**config.mk**
```make
export PLATFORM = sky130hd
export DESIGN_NAME = bracket_tag_tokenizer_flat
export DESIGN_NICKNAME = d
export VERILOG_FILES = /design/src/hw/rtl/btt_pkg.sv /design/src/hw/rtl/btt_doc_if.sv /design/src/hw/rtl/btt_evt_if.sv /design/src/hw/rtl/btt_cfg_if.sv /design/src/hw/rtl/btt_cfg_regs.sv /design/src/hw/rtl/btt_parser.sv /design/src/hw/rtl/btt_res_fifo.sv /design/src/hw/rtl/bracket_tag_tokenizer.sv /design/src/flat_wrapper.sv
export SDC_FILE = /design/constraint.sdc
export NUM_CORES = 1
export LEC_CHECK = 0
export BUFFER_PORTS_ARGS = -buffer_cell sky130_fd_sc_hd__buf_2
export CORE_MARGIN = 1.5
export CORE_UTILIZATION = 55
export DETAILED_ROUTE_END_ITERATION = 10
export PLACE_DENSITY_LB_ADDON = 0.12
export SLEW_MARGIN = 5
export SYNTH_ARGS = -nofsm -noshare
export SYNTH_HDL_FRONTEND = slang
export SYNTH_SLANG_ARGS = --single-unit
```
**constraint.sdc**
```tcl
create_clock -name clk_i -period 7 [get_ports clk_i]
set_clock_uncertainty 0.2 [all_clocks]
set_input_delay 0.7 -clock clk_i [delete_from_list [all_inputs] [get_ports clk_i]]
set_output_delay 0.7 -clock clk_i [all_outputs]
set_load 0.005 [all_outputs]
```
**src/hw/rtl/btt_pkg.sv**
```systemverilog
`default_nettype none
// ----------------------------------------------------------------------------
// Bracket tag tokenizer package
// Shared types, event and error codes, register indexes and reset values.
// ----------------------------------------------------------------------------
package btt_pkg;

  localparam int unsigned LineW   = 24;
  localparam int unsigned ValLenW = 16;

  localparam logic [2:0] EvName   = 3'd0;
  localparam logic [2:0] EvKey    = 3'd1;
  localparam logic [2:0] EvValue  = 3'd2;
  localparam logic [2:0] EvProp   = 3'd3;
  localparam logic [2:0] EvTag    = 3'd4;
  localparam logic [2:0] EvAccept = 3'd5;
  localparam logic [2:0] EvError  = 3'd6;

  localparam logic [2:0] ErChar  = 3'd0;
  localparam logic [2:0] ErName  = 3'd1;
  localparam logic [2:0] ErProps = 3'd2;
  localparam logic [2:0] ErKey   = 3'd3;
  localparam logic [2:0] ErValue = 3'd4;
  localparam logic [2:0] ErEof   = 3'd5;

  localparam logic [1:0] CfgTagName  = 2'd0;
  localparam logic [1:0] CfgKeyName  = 2'd1;
  localparam logic [1:0] CfgValue    = 2'd2;
  localparam logic [1:0] CfgProperty = 2'd3;

  localparam logic [7:0]         TagNameMax  = 8'd128;
  localparam logic [7:0]         KeyNameMax  = 8'd128;
  localparam logic [ValLenW-1:0] PropValueMax = 16'd4096;
  localparam logic [7:0]         PropertyMax = 8'd128;

  localparam int unsigned FifoDepth = 3;
  localparam int unsigned FifoPtrW  = $clog2(FifoDepth);
  localparam int unsigned FifoCntW  = $clog2(FifoDepth + 1);

  typedef struct packed {
    logic [7:0]         tag_name_limit;
    logic [7:0]         key_name_limit;
    logic [ValLenW-1:0] value_limit;
    logic [7:0]         property_limit;
  } cfg_t;

  typedef struct packed {
    logic [2:0]       event_kind;
    logic [7:0]       byte_out;
    logic [7:0]       prop_slot;
    logic [7:0]       prop_total;
    logic [LineW-1:0] line_no;
    logic [2:0]       error_code;
    logic             last_of_run;
  } res_t;

endpackage
`default_nettype wire

```
**src/hw/rtl/btt_doc_if.sv**
```systemverilog
`default_nettype none
// ----------------------------------------------------------------------------
// Document byte channel
// Carries one document byte or an end-of-document marker per transaction.
// ----------------------------------------------------------------------------
interface btt_doc_if;
  logic       valid;
  logic       ready;
  logic [7:0] byte_in;
  logic       end_of_doc;

  modport source (output valid, byte_in, end_of_doc, input ready);
  modport sink (input valid, byte_in, end_of_doc, output ready);
endinterface
`default_nettype wire

```
**src/hw/rtl/btt_evt_if.sv**
```systemverilog
`default_nettype none
// ----------------------------------------------------------------------------
// Token event channel
// Carries one tokenizer event per transaction.
// ----------------------------------------------------------------------------
interface btt_evt_if;
  logic        valid;
  logic        ready;
  logic [2:0]  event_kind;
  logic [7:0]  byte_out;
  logic [7:0]  prop_slot;
  logic [7:0]  prop_total;
  logic [23:0] line_no;
  logic [2:0]  error_code;
  logic        last_of_run;

  modport source (output valid, event_kind, byte_out, prop_slot, prop_total, line_no,
                  error_code, last_of_run, input ready);
  modport sink (input valid, event_kind, byte_out, prop_slot, prop_total, line_no,
                error_code, last_of_run, output ready);
endinterface
`default_nettype wire

```
**src/hw/rtl/btt_cfg_if.sv**
```systemverilog
`default_nettype none
// ----------------------------------------------------------------------------
// Configuration write channel
// Carries a register index and write data per transaction.
// ----------------------------------------------------------------------------
interface btt_cfg_if;
  logic        valid;
  logic        ready;
  logic [1:0]  index;
  logic [15:0] data;

  modport source (output valid, index, data, input ready);
  modport sink (input valid, index, data, output ready);
endinterface
`default_nettype wire

```
**src/hw/rtl/btt_cfg_regs.sv**
```systemverilog
`default_nettype none
// ----------------------------------------------------------------------------
// Configuration registers
// Holds the four limit registers, written one transaction per cycle.
// ----------------------------------------------------------------------------
module btt_cfg_regs import btt_pkg::*; (
  input  wire logic        clk_i,
  input  wire logic        rst_ni,
  input  wire logic        wr_valid_i,
  input  wire logic [1:0]  wr_index_i,
  input  wire logic [15:0] wr_data_i,
  output cfg_t             cfg_o
);

  cfg_t cfg_q, cfg_d;

  always_comb begin
    cfg_d = cfg_q;
    if (wr_valid_i) begin
      case (wr_index_i)
        CfgTagName:  cfg_d.tag_name_limit = wr_data_i[7:0];
        CfgKeyName:  cfg_d.key_name_limit = wr_data_i[7:0];
        CfgValue:    cfg_d.value_limit    = wr_data_i[ValLenW-1:0];
        CfgProperty: cfg_d.property_limit = wr_data_i[7:0];
        default:     cfg_d = cfg_q;
      endcase
    end
  end

  always_ff @(posedge clk_i or negedge rst_ni) begin
    if (!rst_ni) begin
      cfg_q.tag_name_limit <= TagNameMax;
      cfg_q.key_name_limit <= KeyNameMax;
      cfg_q.value_limit    <= PropValueMax;
      cfg_q.property_limit <= PropertyMax;
    end else begin
      cfg_q <= cfg_d;
    end
  end

  assign cfg_o = cfg_q;

endmodule
`default_nettype wire

```
**src/hw/rtl/btt_parser.sv**
```systemverilog
`default_nettype none
// ----------------------------------------------------------------------------
// Tag parser
// Input register, parser state and the combinational step that yields up to
// two events per item.
// ----------------------------------------------------------------------------
module btt_parser import btt_pkg::*; (
  input  wire logic       clk_i,
  input  wire logic       rst_ni,
  input  cfg_t            cfg_i,
  input  wire logic       in_valid_i,
  output logic            in_ready_o,
  input  wire logic [7:0] in_byte_i,
  input  wire logic       in_eod_i,
  input  wire logic       space_ok_i,
  output logic [1:0]      push_n_o,
  output res_t            res0_o,
  output res_t            res1_o
);

  localparam logic [2:0] ModeOutside = 3'd0;
  localparam logic [2:0] ModeName    = 3'd1;
  localparam logic [2:0] ModeKey     = 3'd2;
  localparam logic [2:0] ModeQuote   = 3'd3;
  localparam logic [2:0] ModeValue   = 3'd4;
  localparam logic [2:0] ModeError   = 3'd5;

  localparam logic [7:0] ChLBracket = 8'h5B;
  localparam logic [7:0] ChRBracket = 8'h5D;
  localparam logic [7:0] ChEquals   = 8'h3D;
  localparam logic [7:0] ChQuote    = 8'h22;
  localparam logic [7:0] ChBslash   = 8'h5C;
  localparam logic [7:0] ChLowerN   = 8'h6E;
  localparam logic [7:0] ChNl       = 8'h0A;
  localparam logic [7:0] ChCr       = 8'h0D;
  localparam logic [7:0] ChTab      = 8'h09;
  localparam logic [7:0] ChSpace    = 8'h20;
  localparam logic [7:0] ChDash     = 8'h2D;
  localparam logic [7:0] ChUscore   = 8'h5F;

  localparam logic [LineW-1:0] LineTop = {LineW{1'b1}};

  logic             in_valid_q;
  logic [7:0]       byte_q;
  logic             eod_q;
  logic             proc;

  logic [2:0]         mode_q, mode_d;
  logic [ValLenW-1:0] run_q, run_d;
  logic [7:0]         prop_q, prop_d;
  logic [LineW-1:0]   line_q, line_d, line_inc;
  logic               esc_q, esc_d;

  logic [1:0] n;
  res_t       r0, r1;
  logic       blank, key_char, val_full, val_full2;
  logic [7:0] c;

  function automatic res_t mk_res(logic [2:0] kind, logic [7:0] b, logic [7:0] slot,
                                  logic [7:0] total, logic [2:0] code,
                                  logic [LineW-1:0] line);
    res_t r;
    r.event_kind  = kind;
    r.byte_out    = b;
    r.prop_slot   = slot;
    r.prop_total  = total;
    r.line_no     = line;
    r.error_code  = code;
    r.last_of_run = 1'b0;
    return r;
  endfunction

  assign proc       = in_valid_q & space_ok_i;
  assign in_ready_o = ~in_valid_q | space_ok_i;

  assign c         = byte_q;
  assign blank     = (c == ChSpace) || (c == ChCr) || (c == ChTab) || (c == ChNl);
  assign key_char  = (c inside {[8'h61:8'h7A], [8'h41:8'h5A], [8'h30:8'h39]}) ||
                     (c == ChDash) || (c == ChUscore);
  assign val_full  = run_q >= cfg_i.value_limit;
  assign val_full2 = (run_q + 16'd1) >= cfg_i.value_limit;
  assign line_inc  = (line_q != LineTop) ? line_q + 24'd1 : line_q;

  always_comb begin
    mode_d = mode_q;
    run_d  = run_q;
    prop_d = prop_q;
    line_d = line_q;
    esc_d  = esc_q;
    n      = 2'd0;
    r0     = mk_res(EvName, 8'd0, 8'd0, 8'd0, ErChar, line_q);
    r1     = r0;
    if (eod_q) begin
      if (esc_q) begin
        if (val_full) begin
          r0 = mk_res(EvError, 8'd0, 8'd0, 8'd0, ErValue, line_q);
          n  = 2'd1;
        end else begin
          r0 = mk_res(EvValue, ChBslash, prop_q, 8'd0, ErChar, line_q);
          r1 = mk_res(EvError, 8'd0, 8'd0, 8'd0, ErEof, line_q);
          n  = 2'd2;
        end
      end else if (mode_q == ModeOutside) begin
        r0 = mk_res(EvAccept, 8'd0, 8'd0, 8'd0, ErChar, line_q);
        n  = 2'd1;
      end else if (mode_q != ModeError) begin
        r0 = mk_res(EvError, 8'd0, 8'd0, 8'd0, ErEof, line_q);
        n  = 2'd1;
      end
      mode_d = ModeOutside;
      run_d  = '0;
      prop_d = '0;
      line_d = 24'd1;
      esc_d  = 1'b0;
    end else if (mode_q == ModeError) begin
      n = 2'd0;
    end else if (esc_q) begin
      esc_d = 1'b0;
      if (val_full) begin
        mode_d = ModeError;
        r0     = mk_res(EvError, 8'd0, 8'd0, 8'd0, ErValue, line_q);
        n      = 2'd1;
      end else if ((c == ChQuote) || (c == ChBslash) || (c == ChLowerN)) begin
        r0    = mk_res(EvValue, (c == ChLowerN) ? ChNl : c, prop_q, 8'd0, ErChar, line_q);
        run_d = run_q + 16'd1;
        n     = 2'd1;
      end else begin
        r0 = mk_res(EvValue, ChBslash, prop_q, 8'd0, ErChar, line_q);
        n  = 2'd2;
        if (val_full2) begin
          mode_d = ModeError;
          run_d  = run_q + 16'd1;
          r1     = mk_res(EvError, 8'd0, 8'd0, 8'd0, ErValue, line_q);
        end else begin
          run_d = run_q + 16'd2;
          r1    = mk_res(EvValue, c, prop_q, 8'd0, ErChar, line_q);
        end
      end
    end else begin
      case (mode_q)
        ModeOutside: begin
          if (c == ChLBracket) begin
            mode_d = ModeName;
            run_d  = '0;
            prop_d = '0;
          end else if (c == ChNl) begin
            line_d = line_inc;
          end else if (!blank) begin
            mode_d = ModeError;
            r0     = mk_res(EvError, 8'd0, 8'd0, 8'd0, ErChar, line_q);
            n      = 2'd1;
          end
        end
        ModeName: begin
          if (c == ChNl) begin
            line_d = line_inc;
          end
          if (blank) begin
            if (run_q != '0) begin
              mode_d = ModeKey;
              run_d  = '0;
            end
          end else if (c == ChRBracket) begin
            mode_d = ModeOutside;
            r0     = mk_res(EvTag, 8'd0, 8'd0, prop_q, ErChar, line_q);
            n      = 2'd1;
          end else if (run_q >= {8'd0, cfg_i.tag_name_limit}) begin
            mode_d = ModeError;
            r0     = mk_res(EvError, 8'd0, 8'd0, 8'd0, ErName, line_q);
            n      = 2'd1;
          end else begin
            run_d = run_q + 16'd1;
            r0    = mk_res(EvName, c, 8'd0, 8'd0, ErChar, line_q);
            n     = 2'd1;
          end
        end
        ModeKey: begin
          if ((run_q == '0) && (c == ChRBracket)) begin
            mode_d = ModeOutside;
            r0     = mk_res(EvTag, 8'd0, 8'd0, prop_q, ErChar, line_q);
            n      = 2'd1;
          end else if ((run_q == '0) && blank) begin
            if (c == ChNl) begin
              line_d = line_inc;
            end
          end else if ((run_q == '0) && (prop_q >= cfg_i.property_limit)) begin
            mode_d = ModeError;
            r0     = mk_res(EvError, 8'd0, 8'd0, 8'd0, ErProps, line_q);
            n      = 2'd1;
          end else if ((run_q != '0) && (c == ChEquals)) begin
            mode_d = ModeQuote;
            run_d  = '0;
          end else if (run_q >= {8'd0, cfg_i.key_name_limit}) begin
            mode_d = ModeError;
            r0     = mk_res(EvError, 8'd0, 8'd0, 8'd0, ErKey, line_q);
            n      = 2'd1;
          end else if (!key_char) begin
            mode_d = ModeError;
            r0     = mk_res(EvError, 8'd0, 8'd0, 8'd0, ErChar, line_q);
            n      = 2'd1;
          end else begin
            run_d = run_q + 16'd1;
            r0    = mk_res(EvKey, c, prop_q, 8'd0, ErChar, line_q);
            n     = 2'd1;
          end
        end
        ModeQuote: begin
          if (blank) begin
            if (c == ChNl) begin
              line_d = line_inc;
            end
          end else if (c == ChQuote) begin
            mode_d = ModeValue;
            run_d  = '0;
          end else begin
            mode_d = ModeError;
            r0     = mk_res(EvError, 8'd0, 8'd0, 8'd0, ErChar, line_q);
            n      = 2'd1;
          end
        end
        ModeValue: begin
          if (c == ChBslash) begin
            esc_d = 1'b1;
          end else if (c == ChQuote) begin
            r0     = mk_res(EvProp, 8'd0, prop_q, 8'd0, ErChar, line_q);
            n      = 2'd1;
            prop_d = (prop_q != 8'hFF) ? prop_q + 8'd1 : prop_q;
            mode_d = ModeKey;
            run_d  = '0;
          end else if (val_full) begin
            mode_d = ModeError;
            r0     = mk_res(EvError, 8'd0, 8'd0, 8'd0, ErValue, line_q);
            n      = 2'd1;
          end else begin
            run_d = run_q + 16'd1;
            r0    = mk_res(EvValue, c, prop_q, 8'd0, ErChar, line_q);
            n     = 2'd1;
          end
        end
        default: begin
          n = 2'd0;
        end
      endcase
    end
    r0.last_of_run = (n == 2'd1);
    r1.last_of_run = 1'b1;
  end

  always_ff @(posedge clk_i or negedge rst_ni) begin
    if (!rst_ni) begin
      in_valid_q <= 1'b0;
    end else if (in_valid_i && in_ready_o) begin
      in_valid_q <= 1'b1;
    end else if (proc) begin
      in_valid_q <= 1'b0;
    end
  end

  always_ff @(posedge clk_i) begin
    if (in_valid_i && in_ready_o) begin
      byte_q <= in_byte_i;
      eod_q  <= in_eod_i;
    end
  end

  always_ff @(posedge clk_i or negedge rst_ni) begin
    if (!rst_ni) begin
      mode_q <= ModeOutside;
      run_q  <= '0;
      prop_q <= '0;
      line_q <= 24'd1;
      esc_q  <= 1'b0;
    end else if (proc) begin
      mode_q <= mode_d;
      run_q  <= run_d;
      prop_q <= prop_d;
      line_q <= line_d;
      esc_q  <= esc_d;
    end
  end

  assign push_n_o = proc ? n : 2'd0;
  assign res0_o   = r0;
  assign res1_o   = r1;

endmodule
`default_nettype wire

```
**src/hw/rtl/btt_res_fifo.sv**
```systemverilog
`default_nettype none
// ----------------------------------------------------------------------------
// Event queue
// Three-entry queue that takes up to two events per cycle and gives one per cycle while the output is ready.
// ----------------------------------------------------------------------------
module btt_res_fifo import btt_pkg::*; (
  input  wire logic       clk_i,
  input  wire logic       rst_ni,
  input  wire logic [1:0] push_n_i,
  input  res_t            d0_i,
  input  res_t            d1_i,
  output logic            space_ok_o,
  output logic            out_valid_o,
  input  wire logic       out_ready_i,
  output res_t            out_data_o
);

  localparam logic [FifoPtrW-1:0] LastPtr = FifoPtrW'(FifoDepth - 1);

  res_t                mem [FifoDepth];
  logic [FifoPtrW-1:0] wp_q, wp_d, rp_q, rp_d, wp_nx;
  logic [FifoCntW-1:0] cnt_q, cnt_d;
  logic                pop;

  function automatic logic [FifoPtrW-1:0] ptr_inc(logic [FifoPtrW-1:0] p);
    return (p == LastPtr) ? '0 : p + 1'b1;
  endfunction

  assign pop    = out_valid_o & out_ready_i;
  assign wp_nx  = ptr_inc(wp_q);
  assign wp_d   = (push_n_i == 2'd0) ? wp_q : (push_n_i == 2'd1) ? wp_nx : ptr_inc(wp_nx);
  assign rp_d   = pop ? ptr_inc(rp_q) : rp_q;
  assign cnt_d  = cnt_q + FifoCntW'(push_n_i) - FifoCntW'(pop);

  always_ff @(posedge clk_i or negedge rst_ni) begin
    if (!rst_ni) begin
      wp_q  <= '0;
      rp_q  <= '0;
      cnt_q <= '0;
    end else begin
      wp_q  <= wp_d;
      rp_q  <= rp_d;
      cnt_q <= cnt_d;
    end
  end

  always_ff @(posedge clk_i) begin
    if (push_n_i != 2'd0) begin
      mem[wp_q] <= d0_i;
    end
    if (push_n_i == 2'd2) begin
      mem[wp_nx] <= d1_i;
    end
  end

  assign space_ok_o  = cnt_q <= FifoCntW'(FifoDepth - 2);
  assign out_valid_o = cnt_q != '0;
  assign out_data_o  = mem[rp_q];

endmodule
`default_nettype wire

```
**src/hw/rtl/bracket_tag_tokenizer.sv**
```systemverilog
// An accepted item is held in the input register, and its events are written into the event
// queue, whose head is presented on the output. Throughput: one item per cycle while the
// output is ready; an item that yields two events (escape cases) holds up the next item.
// The event queue of three entries parts the output from the parser step.
// Reset clears parser state and queue and sets the limit registers to their defaults;
// an end-of-document item returns the parser state to reset but keeps the limits.
`default_nettype none
// ----------------------------------------------------------------------------
// Bracket tag tokenizer
// Tokenizes a byte stream of bracketed tags into name, key, value and status
// events, with limit checks and a configuration write port.
// ----------------------------------------------------------------------------
module bracket_tag_tokenizer import btt_pkg::*; (
  input wire logic    clk_i,
  input wire logic    rst_ni,
  btt_doc_if.sink     doc_i,
  btt_evt_if.source   evt_o,
  btt_cfg_if.sink     cfg_i
);

  cfg_t       cfg;
  logic       space_ok;
  logic [1:0] push_n;
  res_t       res0, res1, head;

  assign cfg_i.ready = 1'b1;

  btt_cfg_regs u_cfg (
    .clk_i      (clk_i),
    .rst_ni     (rst_ni),
    .wr_valid_i (cfg_i.valid),
    .wr_index_i (cfg_i.index),
    .wr_data_i  (cfg_i.data),
    .cfg_o      (cfg)
  );

  btt_parser u_parser (
    .clk_i      (clk_i),
    .rst_ni     (rst_ni),
    .cfg_i      (cfg),
    .in_valid_i (doc_i.valid),
    .in_ready_o (doc_i.ready),
    .in_byte_i  (doc_i.byte_in),
    .in_eod_i   (doc_i.end_of_doc),
    .space_ok_i (space_ok),
    .push_n_o   (push_n),
    .res0_o     (res0),
    .res1_o     (res1)
  );

  btt_res_fifo u_fifo (
    .clk_i       (clk_i),
    .rst_ni      (rst_ni),
    .push_n_i    (push_n),
    .d0_i        (res0),
    .d1_i        (res1),
    .space_ok_o  (space_ok),
    .out_valid_o (evt_o.valid),
    .out_ready_i (evt_o.ready),
    .out_data_o  (head)
  );

  assign evt_o.event_kind  = head.event_kind;
  assign evt_o.byte_out    = head.byte_out;
  assign evt_o.prop_slot   = head.prop_slot;
  assign evt_o.prop_total  = head.prop_total;
  assign evt_o.line_no     = head.line_no;
  assign evt_o.error_code  = head.error_code;
  assign evt_o.last_of_run = head.last_of_run;

endmodule
`default_nettype wire
```
**src/flat_wrapper.sv**
```systemverilog
// flat-port wrapper written by rule: the top's interface ports become plain ports
module bracket_tag_tokenizer_flat import btt_pkg::*;
  (clk_i, rst_ni, doc_i_valid, doc_i_byte_in, doc_i_end_of_doc, doc_i_ready, evt_o_valid, evt_o_event_kind, evt_o_byte_out, evt_o_prop_slot, evt_o_prop_total, evt_o_line_no, evt_o_error_code, evt_o_last_of_run, evt_o_ready, cfg_i_valid, cfg_i_index, cfg_i_data, cfg_i_ready);
  btt_doc_if doc_i_i ();
  btt_evt_if evt_o_i ();
  btt_cfg_if cfg_i_i ();
  input wire logic clk_i;
  input wire logic rst_ni;
  input wire logic [$bits(doc_i_i.valid)-1:0] doc_i_valid;
  input wire logic [$bits(doc_i_i.byte_in)-1:0] doc_i_byte_in;
  input wire logic [$bits(doc_i_i.end_of_doc)-1:0] doc_i_end_of_doc;
  output wire logic [$bits(doc_i_i.ready)-1:0] doc_i_ready;
  output wire logic [$bits(evt_o_i.valid)-1:0] evt_o_valid;
  output wire logic [$bits(evt_o_i.event_kind)-1:0] evt_o_event_kind;
  output wire logic [$bits(evt_o_i.byte_out)-1:0] evt_o_byte_out;
  output wire logic [$bits(evt_o_i.prop_slot)-1:0] evt_o_prop_slot;
  output wire logic [$bits(evt_o_i.prop_total)-1:0] evt_o_prop_total;
  output wire logic [$bits(evt_o_i.line_no)-1:0] evt_o_line_no;
  output wire logic [$bits(evt_o_i.error_code)-1:0] evt_o_error_code;
  output wire logic [$bits(evt_o_i.last_of_run)-1:0] evt_o_last_of_run;
  input wire logic [$bits(evt_o_i.ready)-1:0] evt_o_ready;
  input wire logic [$bits(cfg_i_i.valid)-1:0] cfg_i_valid;
  input wire logic [$bits(cfg_i_i.index)-1:0] cfg_i_index;
  input wire logic [$bits(cfg_i_i.data)-1:0] cfg_i_data;
  output wire logic [$bits(cfg_i_i.ready)-1:0] cfg_i_ready;
  assign doc_i_i.valid = doc_i_valid;
  assign doc_i_i.byte_in = doc_i_byte_in;
  assign doc_i_i.end_of_doc = doc_i_end_of_doc;
  assign doc_i_ready = doc_i_i.ready;
  assign evt_o_valid = evt_o_i.valid;
  assign evt_o_event_kind = evt_o_i.event_kind;
  assign evt_o_byte_out = evt_o_i.byte_out;
  assign evt_o_prop_slot = evt_o_i.prop_slot;
  assign evt_o_prop_total = evt_o_i.prop_total;
  assign evt_o_line_no = evt_o_i.line_no;
  assign evt_o_error_code = evt_o_i.error_code;
  assign evt_o_last_of_run = evt_o_i.last_of_run;
  assign evt_o_i.ready = evt_o_ready;
  assign cfg_i_i.valid = cfg_i_valid;
  assign cfg_i_i.index = cfg_i_index;
  assign cfg_i_i.data = cfg_i_data;
  assign cfg_i_ready = cfg_i_i.ready;
  bracket_tag_tokenizer u_core (.clk_i(clk_i), .rst_ni(rst_ni), .doc_i(doc_i_i), .evt_o(evt_o_i), .cfg_i(cfg_i_i));
endmodule
```
==> impl_metrics.ini <==
[die]
ioPinCount = 90
die_y_um = 170
rows = 60
die_x_um = 170
initial_core_util = 0.565
die-area_mm2 = 0.0288
core_area_mm2 = 0.0271

[cts]
cts_tree = yes
clk_latency_ps = 560
clk_path_buf_depth = 3
postCtsHoldBufs = 1
numCtsBuffers = 30
cts_sinks = 273
cts_resized = 0
htreeDepth = 1
post-cts-setup-buffer-count = 0
cts.root.buffer_cell = clkbuf_16
path_clk_slew_ps = 60

[global_route]
grt_pass1_wl_um = 62100
grt_max_degree = 114
grt_pass1_vias = 11100
track_usage = 0.275
antenna_found_initial = 0
gr-total-overflow = 0

[synthesis]
syn_avg_cell_area_um2 = 10.2
syn-instance-count = 1497
ys_seq_elements = 273
yosys_warnings = 0
synth_flop_cell = edfxtp_1
synthArstFlopShare = 0.363
synth_area_mm2 = 0.0153
synth_edf_count = 141
yosysUniqueCellTypes = 90
synth_nets = 1592
synth-seq-area-share = 0.482

[setup_path]
cpMaxStageDelayCell = a21boi_4
cp_cell_sequence = inv_1 -> ha_1 -> nor2_1 -> a21o_1 -> a211oi_1 -> o21ai_2 -> nand3_1 -> a21boi_4 -> inv_2
critPathKind = flop to flop
cp.required_ps = 6930
max_stage_delay_ps = 770
crit_path_end_kind = flop
worst_setup_path_start_kind = flop
r2r_cells = 9
critPathArrivalTime_ps = 4930
worst-path-max-fanout = 44

[timing]
hold_viol = 0
maxSlewViolCount = 0
timing.setup.tns_ps = 0
setup_viol = 0
worst_slew_pin_slew_ps = 1120
rsz0062_at_grt = false
final.period_utilization = 0.714
period_needed_ps = 4990
slew_headroom = 0.253
timing.fmax_mhz = 200

[placed_design]
hpwl_um = 27200
routabilityCongestion = 0.959
dpl.cell_count = 1892
io_buffer_count = 88

[finish]
layout.cells.non_filler = 1949
area_growth_pct = 11.0
drive_gt1_frac = 0.138
nNetsFinal = 1648
antenna_cells = 0

[drt]
drcViolationCount = 0
routed_wl_um = 39500
drtIter0Drc = 935
via_per_inst = 6.01
firstDrtPassIters = 6
wl_per_cell_um = 20.3
vias = 11700
ant_nets = 0

[power]
ir_worst_vdd_uv = 207
power_density_mw_per_mm2 = 332
p_leak_nw = 6.95
power_mw = 5.65

[worst_hold_path]
hold_path.class = input pin to flop
holdPathStages = 1

[run]
max_cap_viol_count = 0

[outcome]
outcome = completed
==> Yosys cell counts (6+ instances only) <==
cell / instances / share of area
nor2b_1: 104 / 0.043
edfxtp_1: 141 / 0.28
o21ai_0: 106 / 0.035
nand2b_1: 18 / 0.0074
nor2_1: 91 / 0.022
and2_1: 8 / 0.0033
o21a_1: 8 / 0.0039
nand4_1: 29 / 0.012
clkbuf_1: 48 / 0.012
xor2_1: 28 / 0.016
a211oi_1: 7 / 0.0034
o31ai_1: 16 / 0.0078
o22ai_1: 17 / 0.0069
nand2_1: 153 / 0.038
and4_1: 7 / 0.0040
dfxtp_1: 33 / 0.043
a21oi_1: 46 / 0.015
mux2i_1: 89 / 0.058
a21o_1: 10 / 0.0049
dfrtp_1: 94 / 0.15
nand3_1: 32 / 0.010
buf_2: 18 / 0.0059
inv_1: 65 / 0.016
o211ai_1: 9 / 0.0044
a31oi_2: 6 / 0.0049
xnor2_1: 9 / 0.0052
mux2_2: 34 / 0.025
and3_1: 23 / 0.0094
o21ai_1: 9 / 0.0029
ha_1: 63 / 0.052
nor3_1: 21 / 0.0069
a31oi_1: 16 / 0.0065
==> routing by layer <==
| metal | up-vias | track usage | routed length [um] |
|---|---|---|---|
| li1 | 5591 | - | - |
| met1 | 5685 | 0.387 | 17600 |
| met2 | 379 | 0.458 | 18900 |
| met3 | 66 | 0.0307 | 2270 |
| met4 | 0 | 0.0654 | 761 |
| met5 | - | 0 | 0 |
==> logic make-up after synthesis <==
| family | share of synthesized area |
|---|---|
| DFF | 0.482 |
| buffers and inverters | 0.0405 |
| other | 0.000245 |
| and+or+nand+nor | 0.183 |
| adders and majority gates | 0.0515 |
| xor gates and xnor gates | 0.0212 |
| AOI/OAI and AO/OA | 0.138 |
| muxes | 0.0840 |
==> worst max-delay path: cells and delay by family (launching register included) <==
kind / cells / cell delay (ps)
buffers and inverters: 2 / 870
adders and majority gates: 1 / 360
and+or+nand+nor: 2 / 690
AOI/OAI and AO/OA: 4 / 1810
DFF: 1 / 580
==> cells in the final DEF (no fill, tap or decap), types with 17 or more instances in the layout <==
cell | netlist | routed
xor2_1 | 28 | 28
clkbuf_16 | 0 | 32
dfrtp_1 | 94 | 92
o22ai_1 | 17 | 17
nand2_1 | 153 | 153
nand2b_1 | 18 | 18
ha_1 | 63 | 63
nor2_1 | 91 | 91
nand3_1 | 32 | 32
and3_1 | 23 | 23
buf_2 | 18 | 87
nor3_1 | 21 | 21
dfxtp_1 | 33 | 33
o21ai_0 | 106 | 106
edfxtp_1 | 141 | 141
nor2b_1 | 104 | 104
mux2_2 | 34 | 34
a21oi_1 | 46 | 46
nand4_1 | 29 | 29
mux2i_1 | 89 | 89
inv_1 | 65 | 64
==> path summary, 6_finish.rpt <==
check	from	to	slack [ps]
min in group asynchronous	rst_ni	u_core.u_cfg.cfg_o[29]	500
worst min register to register	u_core.u_fifo.mem[0][0]	u_core.u_fifo.mem[0][0]	250
worst min-delay path	doc_i_byte_in[7]	u_core.u_parser.byte_q[7]	110
max in group asynchronous	rst_ni	u_core.u_fifo.rp_q[0]	4820
worst max register to register	u_core.u_parser.run_q[0]	u_core.u_fifo.mem[0][3]	2010
worst max-delay path	u_core.u_parser.run_q[0]	u_core.u_fifo.mem[0][3]	2010
==> state kept, by name (all words and copies together), names as in the netlist <==
register and flops:
u_core.u_cfg.cfg_o 40, u_core.u_fifo.cnt_q 2, u_core.u_fifo.mem 165, u_core.u_fifo.rp_q 2, u_core.u_fifo.wp_q 2, u_core.u_parser.byte_q 8
u_core.u_parser.eod_q 1, u_core.u_parser.esc_q 1, u_core.u_parser.in_valid_q 1, u_core.u_parser.line_q 24, u_core.u_parser.mode_q 3, u_core.u_parser.prop_q 8
u_core.u_parser.run_q 16
==> cell type report <==
type	instances	area (um2)
Clock buffer	40	841
Inverter	68	255
Fill cell	2236	10100
Multi-Input combinational cell	1078	7320
Sequential cell	273	7380
Timing Repair Buffer	102	551
Tap cell	372	465
Clock inverter	16	168
==> through the flow <==
stage	setup WS, ps	area [um2]	util	hold slack (ps)
after floorplan	2980	15300	-	204
after global placement	2090	16000	0.589	231
after detailed placement	2010	16000	0.589	242
after CTS	1980	17000	0.627	103
after global routing	1710	17000	0.627	105
final	2010	17000	0.627	113
==> where the power goes <==
part / internal (mW) / switching [mW] / leakage, nW
Clock: 0.955 / 0.658 / 0.496
Sequential: 1.98 / 0.249 / 2.88
Combinational: 0.657 / 1.14 / 3.57
(Power assumes the default switching activity.)
